--- src/hdl/lobt_pkg.sv ---
// Shared types and constants for the limit order book table core.
// No dependencies; imported by every module of the block but lobt_ram.
package lobt_pkg;

    localparam int MAX_ORDERS_DEF = 256;
    localparam int MAX_LEVELS_DEF = 64;
    localparam int MAX_LIST_DEF   = 16;

    localparam int CMD_W     = 2;
    localparam int ID_W      = 32;
    localparam int PRICE_W   = 24;
    localparam int QTY_W     = 24;
    localparam int LIM_W     = 5;
    localparam int STAT_W    = 3;
    localparam int TOT_OUT_W = 32;
    localparam int CNT_OUT_W = 9;

    typedef enum logic [CMD_W-1:0] {
        CMD_ADD    = 2'd0,
        CMD_CANCEL = 2'd1,
        CMD_VOLUME = 2'd2,
        CMD_LIST   = 2'd3
    } cmd_t;

    typedef enum logic [STAT_W-1:0] {
        ST_OK        = 3'd0,
        ST_DUP       = 3'd1,
        ST_INACTIVE  = 3'd2,
        ST_NOT_FOUND = 3'd3,
        ST_FULL      = 3'd4
    } status_t;

    typedef enum logic [3:0] {
        OP_NOP,
        OP_LATCH,
        OP_ESTEP,
        OP_LSTART,
        OP_LSTEP,
        OP_SH_INIT,
        OP_SH_RD,
        OP_SH_WR,
        OP_LVL_WR,
        OP_ENT_WR,
        OP_OUT_LOAD,
        OP_LIST_RD,
        OP_LIST_LOAD
    } dp_op_t;

    typedef enum logic [3:0] {
        S_IDLE,
        S_ESCAN,
        S_EDEC,
        S_LSCAN,
        S_LDEC,
        S_SH_RD,
        S_SH_WR,
        S_LVL_WR,
        S_ENT_WR,
        S_RESP,
        S_LIST_RD,
        S_LIST_OUT
    } fsm_state_t;

    typedef struct packed {
        dp_op_t  op;
        status_t status;
    } dp_cmd_t;

    typedef struct packed {
        logic [CMD_W-1:0] cmd;
        logic             act;
        logic             escan_done;
        logic             e_found;
        logic             e_free;
        logic             lscan_done;
        logic             l_found;
        logic             lvl_full;
        logic             del_empty;
        logic             sh_more;
        logic             list_empty;
        logic             list_last;
        logic             out_free;
    } dp_stat_t;

    typedef struct packed {
        logic [STAT_W-1:0]    status;
        logic [PRICE_W-1:0]   level_price;
        logic [TOT_OUT_W-1:0] quantity_total;
        logic [CNT_OUT_W-1:0] level_orders;
        logic [PRICE_W-1:0]   best_bid;
        logic [PRICE_W-1:0]   best_ask;
        logic [CNT_OUT_W-1:0] order_count;
        logic                 last;
    } rsp_t;

endpackage

--- src/hdl/lobt_ctrl.sv ---
// Controller state machine: sequences scans, level shifts, table writes and results.
// Depends on lobt_pkg; drives lobt_dp through dp_cmd_t, reads dp_stat_t.
module lobt_ctrl import lobt_pkg::*; (
    input  logic             clk,
    input  logic             rst_n,
    input  logic             req_valid,
    input  logic [CMD_W-1:0] req_cmd,
    output logic             req_ready,
    input  dp_stat_t         stat,
    output dp_cmd_t          dcmd
);
    fsm_state_t state_reg, state_next;
    status_t    status_reg, status_next;

    always_ff @(posedge clk or negedge rst_n)
    begin
        if (!rst_n)
        begin
            state_reg  <= S_IDLE;
            status_reg <= ST_OK;
        end
        else
        begin
            state_reg  <= state_next;
            status_reg <= status_next;
        end
    end

    always_comb
    begin
        state_next  = state_reg;
        status_next = status_reg;
        dcmd.op     = OP_NOP;
        dcmd.status = status_reg;
        req_ready   = 1'b0;
        case (state_reg)
            S_IDLE:
            begin
                req_ready = 1'b1;
                if (req_valid)
                begin
                    dcmd.op     = OP_LATCH;
                    status_next = ST_OK;
                    // branch on the incoming item, the latched copy is not there yet
                    case (req_cmd)
                        CMD_ADD, CMD_CANCEL: state_next = S_ESCAN;
                        CMD_VOLUME:          state_next = S_LSCAN;
                        default:             state_next = S_LIST_RD;
                    endcase
                end
            end
            S_ESCAN:
            begin
                if (stat.escan_done)
                begin
                    state_next = S_EDEC;
                end
                else
                begin
                    dcmd.op = OP_ESTEP;
                end
            end
            S_EDEC:
            begin
                if (stat.cmd == CMD_ADD)
                begin
                    if (stat.e_found)
                    begin
                        status_next = ST_DUP;
                        state_next  = S_RESP;
                    end
                    else if (!stat.act)
                    begin
                        status_next = ST_INACTIVE;
                        state_next  = S_RESP;
                    end
                    else if (!stat.e_free)
                    begin
                        status_next = ST_FULL;
                        state_next  = S_RESP;
                    end
                    else
                    begin
                        dcmd.op    = OP_LSTART;
                        state_next = S_LSCAN;
                    end
                end
                else if (!stat.e_found)
                begin
                    status_next = ST_NOT_FOUND;
                    state_next  = S_RESP;
                end
                else
                begin
                    dcmd.op    = OP_LSTART;
                    state_next = S_LSCAN;
                end
            end
            S_LSCAN:
            begin
                if (stat.lscan_done)
                begin
                    state_next = S_LDEC;
                end
                else
                begin
                    dcmd.op = OP_LSTEP;
                end
            end
            S_LDEC:
            begin
                case (stat.cmd)
                    CMD_VOLUME:
                    begin
                        state_next = S_RESP;
                    end
                    CMD_ADD:
                    begin
                        if (stat.l_found)
                        begin
                            state_next = S_LVL_WR;
                        end
                        else if (stat.lvl_full)
                        begin
                            status_next = ST_FULL;
                            state_next  = S_RESP;
                        end
                        else
                        begin
                            dcmd.op    = OP_SH_INIT;
                            state_next = S_SH_RD;
                        end
                    end
                    default:
                    begin
                        if (!stat.l_found)
                        begin
                            state_next = S_ENT_WR;
                        end
                        else if (stat.del_empty)
                        begin
                            dcmd.op    = OP_SH_INIT;
                            state_next = S_SH_RD;
                        end
                        else
                        begin
                            state_next = S_LVL_WR;
                        end
                    end
                endcase
            end
            S_SH_RD:
            begin
                if (stat.sh_more)
                begin
                    dcmd.op    = OP_SH_RD;
                    state_next = S_SH_WR;
                end
                else if (stat.cmd == CMD_ADD)
                begin
                    state_next = S_LVL_WR;
                end
                else
                begin
                    state_next = S_ENT_WR;
                end
            end
            S_SH_WR:
            begin
                dcmd.op    = OP_SH_WR;
                state_next = S_SH_RD;
            end
            S_LVL_WR:
            begin
                dcmd.op    = OP_LVL_WR;
                state_next = S_ENT_WR;
            end
            S_ENT_WR:
            begin
                dcmd.op    = OP_ENT_WR;
                state_next = S_RESP;
            end
            S_RESP:
            begin
                if (stat.out_free)
                begin
                    dcmd.op    = OP_OUT_LOAD;
                    state_next = S_IDLE;
                end
            end
            S_LIST_RD:
            begin
                if (stat.list_empty)
                begin
                    state_next = S_RESP;
                end
                else
                begin
                    dcmd.op    = OP_LIST_RD;
                    state_next = S_LIST_OUT;
                end
            end
            S_LIST_OUT:
            begin
                if (stat.out_free)
                begin
                    dcmd.op    = OP_LIST_LOAD;
                    state_next = stat.list_last ? S_IDLE : S_LIST_RD;
                end
            end
            default:
            begin
                state_next = S_IDLE;
            end
        endcase
    end
endmodule

--- config.mk ---
export PLATFORM = sky130hd
export DESIGN_NAME = lobt_ctrl
export DESIGN_NICKNAME = d
export VERILOG_FILES = /design/src/hdl/lobt_pkg.sv /design/src/hdl/lobt_ctrl.sv
export SDC_FILE = /design/constraint.sdc
export NUM_CORES = 1
export LEC_CHECK = 0
export BUFFER_PORTS_ARGS = -buffer_cell sky130_fd_sc_hd__buf_2
export CAP_MARGIN = 20
export CORE_UTILIZATION = 47
export DETAILED_ROUTE_END_ITERATION = 7
export GPL_TIMING_DRIVEN = 0
export MAX_ROUTING_LAYER = met4
export PLACE_DENSITY_LB_ADDON = 0.15
export SYNTH_ARGS = -nofsm -noshare
export SYNTH_HDL_FRONTEND = slang
export SYNTH_SLANG_ARGS = --single-unit
--- constraint.sdc ---
create_clock -name clk -period 2.06 [get_ports clk]
set_clock_uncertainty 0.05 [all_clocks]
set_input_delay 0.309 -clock clk [delete_from_list [all_inputs] [get_ports clk]]
set_output_delay 0.309 -clock clk [all_outputs]
set_load 0.01 [all_outputs]
==> results of run 1 <==
## timing repair
item                       CTS  global route
hold buffers                 1             0
hold endpoints to repair     7             0
setup buffers                0             3
cloned                       0             1
gates resized for setup      7            21
setup endpoints to repair    4             4
## area by class of cell
cell class,instances,area [µm²]
multi-input combinational,84,618.1
fill,139,462.9
sequential,7,176.4
timing repair buffer,31,167.7
buffer,9,70.07
inverter,9,33.78
clock buffer,3,22.52
tap,16,20.02
clock inverter,1,5.005
## cell usage after synthesis (3+ instances only)
cell type and n:
dfrtp_1 7, o31ai_1 3, a21oi_1 3, nand2_1 6, nor2b_1 3, o21ai_0 6, a21o_1 3, nand2b_1 6
clkbuf_1 4, nand3_1 4, inv_1 9, nor2_1 5, buf_2 3
## worst max path at each step
stage / from / endpoint
after floorplan: state_reg[3] / dcmd[4]
after global placement: state_reg[3] / dcmd[4]
after detailed placement: state_reg[3] / dcmd[4]
after CTS: state_reg[0] / dcmd[5]
after global routing: state_reg[2] / dcmd[3]
final: state_reg[3] / dcmd[4]
## logic make-up after synthesis
family          Yosys count  share of synthesized area [%]
simple gates             37                          26.05
xor+xnor                  1                          1.048
buf+inv                  18                          8.532
compound gates           43                          39.52
flops                     7                          20.96
mux                       3                          3.892
## per-layer routing
metal | GRT usage [%] | up-vias
met2 | 45.59 | 55
met4 | 7.273 | 0
li1 | - | 494
met3 | 3.673 | 4
met5 | - | -
met1 | 37.34 | 493
## power groups by stage
stage                     clock network (mW)  logic (mW)  registers [mW]
after CTS                              0.130       0.979           0.224
after global placement                     0       0.942           0.222
final                                  0.130        1.13           0.231
after floorplan                            0       0.682           0.230
after global routing                   0.141        1.23           0.237
after detailed placement                   0       0.951           0.227
## stage by stage
stage,setup TNS (ps),power [mW],setup slack (ps),hold WS [ps]
after floorplan,0,0.9114,326.0,-36.59
final,0,1.492,3.111,248.9
after CTS,-217.5,1.333,-91.10,249.7
after detailed placement,-39.90,1.178,-39.90,105.6
after global routing,-38.99,1.605,-19.42,259.2
after global placement,-11.68,1.164,-11.68,93.80
## layout by cell type (no fill, tap or decap), drive strengths merged, types with 2 or more instances in the layout
master and n:
a32o 2, dfrtp 7, clkbuf 6, nand2 6, o41ai 2, buf 36, nand3 4, o21bai 2
o211ai 3, nor3 2, nand3b 2, nor4b 2, nor2b 3, a31oi 2, nor2 5, o21ai 6
o31a 2, o221ai 2, mux2 2, o31ai 3, inv 9, nand2b 6, a21oi 3, a21o 4
or3 2
==> results.sh, run 1 <==
export IMPL_hold_violations=0
export IMPL_place_hpwl_um=1893
export IMPL_area_growth_pct=33.23
export IMPL_crit_fanout=10
export IMPL_synth_distinct_cells=49
export IMPL_fmax_ghz=0.4862
export IMPL_clock_path_buffers=2
export IMPL_numPortBuffers=26
export IMPL_synthTopCellsByArea="dfrtp_1 21%, nand2b_1 4.5%, inv_1 4.0%, o21ai_0 3.6%, a21o_1 2.7%"
export IMPL_drt_wl_total_um=2645
export IMPL_critPathTopFamily="buffers and inverters"
export IMPL_numClockSinks=7
export IMPL_path_clk_slew_ps=50
export IMPL_cp_required_ps=1700
export IMPL_ant_nets=0
export IMPL_wl_per_cell_um=16.53
export IMPL_cap_violations=0
export IMPL_grt_pass1_wl_um=4029
export IMPL_dp_cells=151
export IMPL_clkPwrFrac_pct=8.7
export IMPL_viasPerCell=6.538
export IMPL_wl_met2_um=1287
export IMPL_hold_depth=2
export IMPL_die_w_um=44.17
export IMPL_setup_viol=0
export IMPL_cp_end_kind="output port"
export IMPL_diodes=0
export IMPL_slew_violations=0
export IMPL_rsz0062_at_grt="true"
export IMPL_seqPwrFrac_pct=15.5
export IMPL_ys_flop_type="dfrtp_1"
export IMPL_io_pins=27
export IMPL_coreArea_um2=1577
export IMPL_synth_area_um2=835.8
export IMPL_final_cell_area_um2=1114
export IMPL_drive_gt1_share_pct=38.19
export IMPL_path_buf_inv=4
export IMPL_cp_depth=6
export IMPL_largest_register_ffs=4
export IMPL_cp_slowest_cell="dfrtp_1"
export IMPL_fin_cells=160
export IMPL_ys_warnings_count=0
export IMPL_holdCritStartpoint="stat[0]"
export IMPL_wl_met1_um=1095
export IMPL_cts_root_buf="clkbuf_4"
export IMPL_firstDrtPassIters=8
export IMPL_dieArea_um2=1951
export IMPL_ir_drop_uv=951.6
export IMPL_worstHoldEndpoint="state_reg[3]"
export IMPL_syn_avg_cell_area_um2=7.668
export IMPL_violations="design-rule violations"
export IMPL_antenna_found_initial=0
export IMPL_cpPeakStageDelay_ps=360
export IMPL_sw_frac_of_total_pct=47.77
export IMPL_start_util_pct=53.02
export IMPL_placement_cell_area_um2=985.9
export IMPL_critical_path_cell_chain="buf_4, buf_6, inv_1, o31a_1, o221ai_1, buf_2"
export IMPL_arrival_ps=1700
export IMPL_finalCriticalPeriod_ps=2057
export IMPL_wl_met3_um=238
export IMPL_grt_pass1_vias=927
export IMPL_async_flop_share_pct=100.0
export IMPL_syn_nets=128
export IMPL_switchingPower_uw=712.8
export IMPL_relSlewSlack_pct=66.01
export IMPL_fin_nets=164
export IMPL_reg2reg_to="status_reg[2]"
export IMPL_rrSetupSlack_ps=250
export IMPL_rows=14
export IMPL_yosysSeqAreaShare_pct=20.96
export IMPL_post_route_util_pct=70.63
export IMPL_numCtsBuffers=3
export IMPL_num_vias=1046
export IMPL_die_h_um=44.17
export IMPL_cts_tree="yes"
export IMPL_drc_errors=1
export IMPL_power_frac_comb_pct=75.8
export IMPL_synth_top_area_share_pct=20.96
export IMPL_regToRegStartpoint="state_reg[1]"
export IMPL_grt_ovfl_total=0
export IMPL_grt_max_degree=11
export IMPL_path_class="flop to output port"
export IMPL_h_tree_depth=1
export IMPL_ys_ff_latch=7
export IMPL_leakagePower_nw=0.5241
export IMPL_hold_class="input port to flop"
export IMPL_power_internal_uw=779.4
export IMPL_gp_congestion=0.9584
export IMPL_yosysTopAreaCell="dfrtp_1"
export IMPL_synthCells=109
export IMPL_tightest_slew_ps=497.0
export IMPL_synth_edf_count=0
export IMPL_status="finished, violations left"
export IMPL_fin_crit_sh_pct=99.85
export IMPL_r2r_cells=5
export IMPL_highest_layer="met4"
export IMPL_groute_usage_overall_pct=28.29
export IMPL_power_density_nw_per_um2=1340
export IMPL_clk_latency_ps=260
export IMPL_startpoint_type="flop"
export IMPL_drt_initial_drc_count=60
Power figures use the tool's default switching activity.
==> run 2: changes to the inputs <==
--- a/config.mk
+++ b/config.mk
@@ -10,5 +10,4 @@
 export CORE_UTILIZATION = 47
 export DETAILED_ROUTE_END_ITERATION = 7
-export GPL_TIMING_DRIVEN = 0
 export MAX_ROUTING_LAYER = met4
 export PLACE_DENSITY_LB_ADDON = 0.15
--- a/constraint.sdc
+++ b/constraint.sdc
@@ -3,3 +3,3 @@
 set_input_delay 0.309 -clock clk [delete_from_list [all_inputs] [get_ports clk]]
 set_output_delay 0.309 -clock clk [all_outputs]
-set_load 0.01 [all_outputs]
+set_load 0.005 [all_outputs]
==> run 2 against run 1 <==
The run still ends with design-rule violations left. Via count decreased by 6.0%. Hold slack better by 11 ps. First-iteration DRC count is 5.0% lower. Count of clock-buffer cells in the layout grew 1. Critical path depth decreased by 2. Sequential power grew 13%. Core utilization shrank 3.0 points. Routed wire length fell by 16%. Sequential share of layout area increased by 0.71 points. Register-to-register slack better by 40 ps. Combinational power decreased by 16%. Setup slack gained 96 ps. Largest power group unchanged.
==> results.sh, run 2 (same netlist as run 1, synthesis figures left out) <==
export IMPL_finalSetupTns_ps=0
export IMPL_regToRegStartpoint="state_reg[2]"
export IMPL_ant_nets=0
export IMPL_arrival_ps=1600
export IMPL_clk_latency_ps=250
export IMPL_hold_class="input port to flop"
export IMPL_tightest_slew_ps=506.7
export IMPL_hold_violations=0
export IMPL_largest_register_ffs=4
export IMPL_rows=14
export IMPL_grt_max_degree=18
export IMPL_grt_ovfl_total=0
export IMPL_startpoint="state_reg[0]"
export IMPL_cp_slowest_cell="dfrtp_1"
export IMPL_gp_congestion=0.8935
export IMPL_layout_common_cells="26 x buf_2, 9 x inv_1, 8 x buf_4"
export IMPL_worstHoldEndpoint="state_reg[3]"
export IMPL_area_growth_pct=27.54
export IMPL_grt_pass1_vias=888
export IMPL_fmax_ghz=0.5100
export IMPL_cpPeakStageDelay_ps=400
export IMPL_cts_root_buf="clkbuf_4"
export IMPL_cts_tree="yes"
export IMPL_rsz0062_at_grt="false"
export IMPL_numPortBuffers=26
export IMPL_drc_errors=1
export IMPL_drive_gt1_share_pct=34.53
export IMPL_violations="design-rule violations"
export IMPL_coreArea_um2=1577
export IMPL_multi_input_area_um2=609.3
export IMPL_slew_violations=0
export IMPL_viasPerCell=6.342
export IMPL_firstDrtPassIters=8
export IMPL_drt_wl_total_um=2226
export IMPL_status="finished, violations left"
export IMPL_start_util_pct=53.02
export IMPL_ir_drop_uv=953.7
export IMPL_fin_crit_sh_pct=95.19
export IMPL_io_pins=27
export IMPL_antenna_found_initial=0
export IMPL_groute_usage_overall_pct=27.13
export IMPL_fin_nets=159
export IMPL_r2r_cells=5
export IMPL_drt_initial_drc_count=57
export IMPL_layout_commonest_cell="buf_2"
export IMPL_numClockSinks=7
export IMPL_reg2reg_to="state_reg[0]"
export IMPL_post_route_util_pct=67.62
export IMPL_place_hpwl_um=1773
export IMPL_rrSetupSlack_ps=290
export IMPL_grt_pass1_wl_um=3850
export IMPL_diodes=0
export IMPL_setup_viol=0
export IMPL_hold_depth=2
export IMPL_relSlewSlack_pct=65.34
export IMPL_h_tree_depth=1
export IMPL_n_fill_cell=140
export IMPL_cp_required_ps=1700
export IMPL_die_h_um=44.17
export IMPL_startpoint_type="flop"
export IMPL_crit_fanout=5
export IMPL_cap_violations=0
export IMPL_dieArea_um2=1951
export IMPL_path_clk_slew_ps=50
export IMPL_num_vias=983
export IMPL_holdCritStartpoint="stat[0]"
export IMPL_cp_end_kind="output port"
export IMPL_critical_path_cell_chain="nand2b_1, or3_4, o221ai_1, buf_2"
export IMPL_leakagePower_nw=0.4925
export IMPL_clock_path_buffers=2
export IMPL_numCtsBuffers=3
export IMPL_power_density_nw_per_um2=1250
export IMPL_die_w_um=44.17
export IMPL_path_class="flop to output port"
export IMPL_finalPower_mw=1.332
export IMPL_finalCriticalPeriod_ps=1961
export IMPL_wl_per_cell_um=14.36
export IMPL_seq_area_um2=176.4
==> run 2: what timing repair did <==
action,4_1_cts,5_1_grt
gates resized for setup,1,5
buffers inserted,0,0
hold endpoints to repair,7,0
hold buffers,1,0
setup endpoints to repair,1,2
==> run 2: worst max-delay path by stage <==
stage / endpoint / slack, ps
after global placement: dcmd[3] / 140
final: dcmd[4] / 100
after CTS: dcmd[4] / 50
after global routing: dcmd[4] / 4
after floorplan: status_reg[2] / 340
after detailed placement: dcmd[3] / 130
==> run 2: final cells by class <==
cell class	instances	area share, %
well taps	16	1.878
clock buffers	4	2.465
repair buffers	35	18.78
multi-input cells	84	57.16
flip-flops and latches	7	16.55
inverters	9	3.169
==> run 2: worst max-delay path: cells and delay by family (launching register included) <==
kind                   cells  cell delay, ps
flip-flops                 1             400
AO/OA/AOI/OAI              1             220
buffers and inverters      1             150
AND/OR/NAND/NOR            2             580
==> run 2: layer usage <==
layer / up-vias / share of wire [%] / global-route usage (%) / wire length (µm)
met5: - / 0 / - / 0
met4: 0 / 0 / 4.848 / 0
met3: 0 / 8.4 / 8.163 / 188
met2: 40 / 48 / 44.12 / 1077
met1: 460 / 43 / 33.50 / 961
li1: 483 / - / - / -
==> run 2: stage by stage <==
step	std cells	hold WS [ps]	setup WS (ps)	instance area (µm²)
final	155	259.8	99.06	1066
after global routing	155	279.3	3.540	1066
after CTS	155	254.2	54.41	1047
after detailed placement	150	96.08	131.2	1008
after global placement	150	91.52	143.0	1008
after floorplan	109	-36.59	340.2	835.8
==> run 2: where the power goes <==
group	internal, mW	switching (mW)	total (mW)	leakage (nW)
clock network	0.0737	0.0468	0.120	0.0150
registers	0.197	0.0648	0.262	0.0906
logic	0.452	0.498	0.950	0.387
==> run 3: changes to the inputs <==
Settings changed: CORE_UTILIZATION 47 to 45.
Clock period 2.06 ns to 1.8 ns, I/O delays scaled along.
==> run 3 against run 2 <==
The flow finishes with violations (negative setup slack). Clock power up 17%. Die area up 4.2%. Final cell count up 18%. Count of clock-buffer cells in the layout unchanged. Critical path depth up 1. Power up 46%. Flip-flop and latch count unchanged. Global-route usage up 2.1 points. Combinational power up 56%. Hold slack worse by 35 ps. Design area up 22%. Sequential share of layout area down 2.7 points.
==> results.sh, run 3 (same netlist as run 1, synthesis figures left out) <==
export IMPL_hold_violations=0
export IMPL_cp_required_ps=1480
export IMPL_path_class="flop to output port"
export IMPL_rows=15
export IMPL_ant_nets=0
export IMPL_clock_path_buffers=2
export IMPL_reg2reg_to="status_reg[2]"
export IMPL_layout_setup_ws_ps=-78.50
export IMPL_setup_viol=4
export IMPL_hold_class="input port to flop"
export IMPL_diodes=0
export IMPL_violations="negative setup slack"
export IMPL_slew_violations=0
export IMPL_numCtsBuffers=3
export IMPL_whs_ps=224.9
export IMPL_io_pins=27
export IMPL_area_growth_pct=56.14
export IMPL_cts_tree="yes"
export IMPL_start_util_pct=48.41
export IMPL_numPortBuffers=26
export IMPL_drive_gt1_share_pct=48.73
export IMPL_drt_wl_total_um=2795
export IMPL_finalCriticalPeriod_ps=1879
export IMPL_finalPower_mw=1.945
export IMPL_power_density_nw_per_um2=1490
export IMPL_h_tree_depth=1
export IMPL_fin_cells=183
export IMPL_n_fill_cell=125
export IMPL_antenna_found_initial=0
export IMPL_hold_depth=2
export IMPL_clk_latency_ps=250
export IMPL_crit_fanout=6
export IMPL_tightest_slew_ps=582.4
export IMPL_numClockSinks=7
export IMPL_status="finished, violations left"
export IMPL_arrival_ps=1560
export IMPL_leakagePower_nw=0.6254
export IMPL_placement_cell_area_um2=1072
export IMPL_ir_drop_uv=731.6
export IMPL_regToRegStartpoint="state_reg[2]"
export IMPL_dp_cells=166
export IMPL_cap_violations=0
export IMPL_die_h_um=45.10
export IMPL_drc_errors=0
export IMPL_groute_usage_overall_pct=29.25
export IMPL_viasPerCell=5.885
export IMPL_dieArea_um2=2034
export IMPL_relSlewSlack_pct=60.67
export IMPL_wl_per_cell_um=15.27
export IMPL_grt_pass1_vias=986
export IMPL_fin_nets=178
export IMPL_cp_end_kind="output port"
export IMPL_startpoint_type="flop"
export IMPL_fmax_ghz=0.5323
export IMPL_final_cell_area_um2=1305
export IMPL_layout_common_cells="26 x buf_2, 21 x buf_4, 9 x inv_1"
export IMPL_fin_crit_sh_pct=104.4
export IMPL_holdCritStartpoint="stat[0]"
export IMPL_rsz0062_at_grt="true"
export IMPL_grt_pass1_wl_um=4188
export IMPL_path_clk_slew_ps=50
export IMPL_layout_commonest_cell="buf_2"
export IMPL_drt_initial_drc_count=35
export IMPL_largest_register_ffs=4
export IMPL_r2r_cells=4
export IMPL_die_w_um=45.10
export IMPL_coreArea_um2=1727
export IMPL_rrSetupSlack_ps=60
export IMPL_firstDrtPassIters=4
export IMPL_grt_ovfl_total=0
export IMPL_worstHoldEndpoint="state_reg[3]"
export IMPL_num_vias=1077
export IMPL_cts_root_buf="clkbuf_4"
export IMPL_gp_congestion=0.9418
export IMPL_grt_max_degree=12
export IMPL_place_hpwl_um=1865
-- run 3: how the worst max path moves through the flow --
stage,start,endpoint
floorplan,state_reg[0],status_reg[2]
global placement,stat[13],dcmd[3]
detailed placement,stat[13],dcmd[3]
CTS,state_reg[0],dcmd[4]
global route,state_reg[3],dcmd[5]
finish,state_reg[3],dcmd[3]
-- run 3: report_power, final --
group          internal [mW]  switching (mW)  total [mW]
sequential             0.231          0.0958       0.327
combinational          0.780           0.698        1.48
clock                 0.0844          0.0557       0.140
-- run 3: routing by layer --
layer	share of wire (%)	vias to the layer above	GRT usage, %
met2	50	43	49.57
met4	2.3	0	7.273
met1	43	505	33.99
met5	0	-	-
met3	5.2	7	8.000
li1	-	522	-
-- run 3: repair_timing --
action / 4_1_cts / 5_1_grt
setup endpoints to repair: 4 / 8
buffers inserted: 10 / 2
pin swaps: 3 / 3
hold endpoints to repair: 7 / 0
resized for setup: 21 / 6
hold buffers: 1 / 0
-- run 3: layout make-up --
cell class / count / area, µm² / area share, %
Clock buffer: 4 / 26.28 / 2.013
Inverter: 9 / 33.78 / 2.589
Timing Repair Buffer: 54 / 365.4 / 28.00
Multi-Input combinational cell: 84 / 668.1 / 51.20
Tap cell: 25 / 31.28 / 2.397
Sequential cell: 7 / 180.2 / 13.81
-- run 3: worst max-delay path: stages, from the launching register on --
cell and delay [ps]:
dfrtp_2 470, buf_4 180, a211o_1 290, a21o_2 200, nand3_2 70, buf_2 100
-- run 3: metrics by stage --
step / utilization [%] / TNS (ps) / setup slack, ps
2_1_floorplan: - / 0 / 80.24
4_1_cts: 73.48 / -121.4 / -46.42
3_5_place_dp: 62.10 / -10.85 / -10.85
6_report: 75.58 / -204.6 / -78.50
3_3_place_gp: 62.10 / 0 / 0.7349
5_1_grt: 75.58 / -649.6 / -147.6
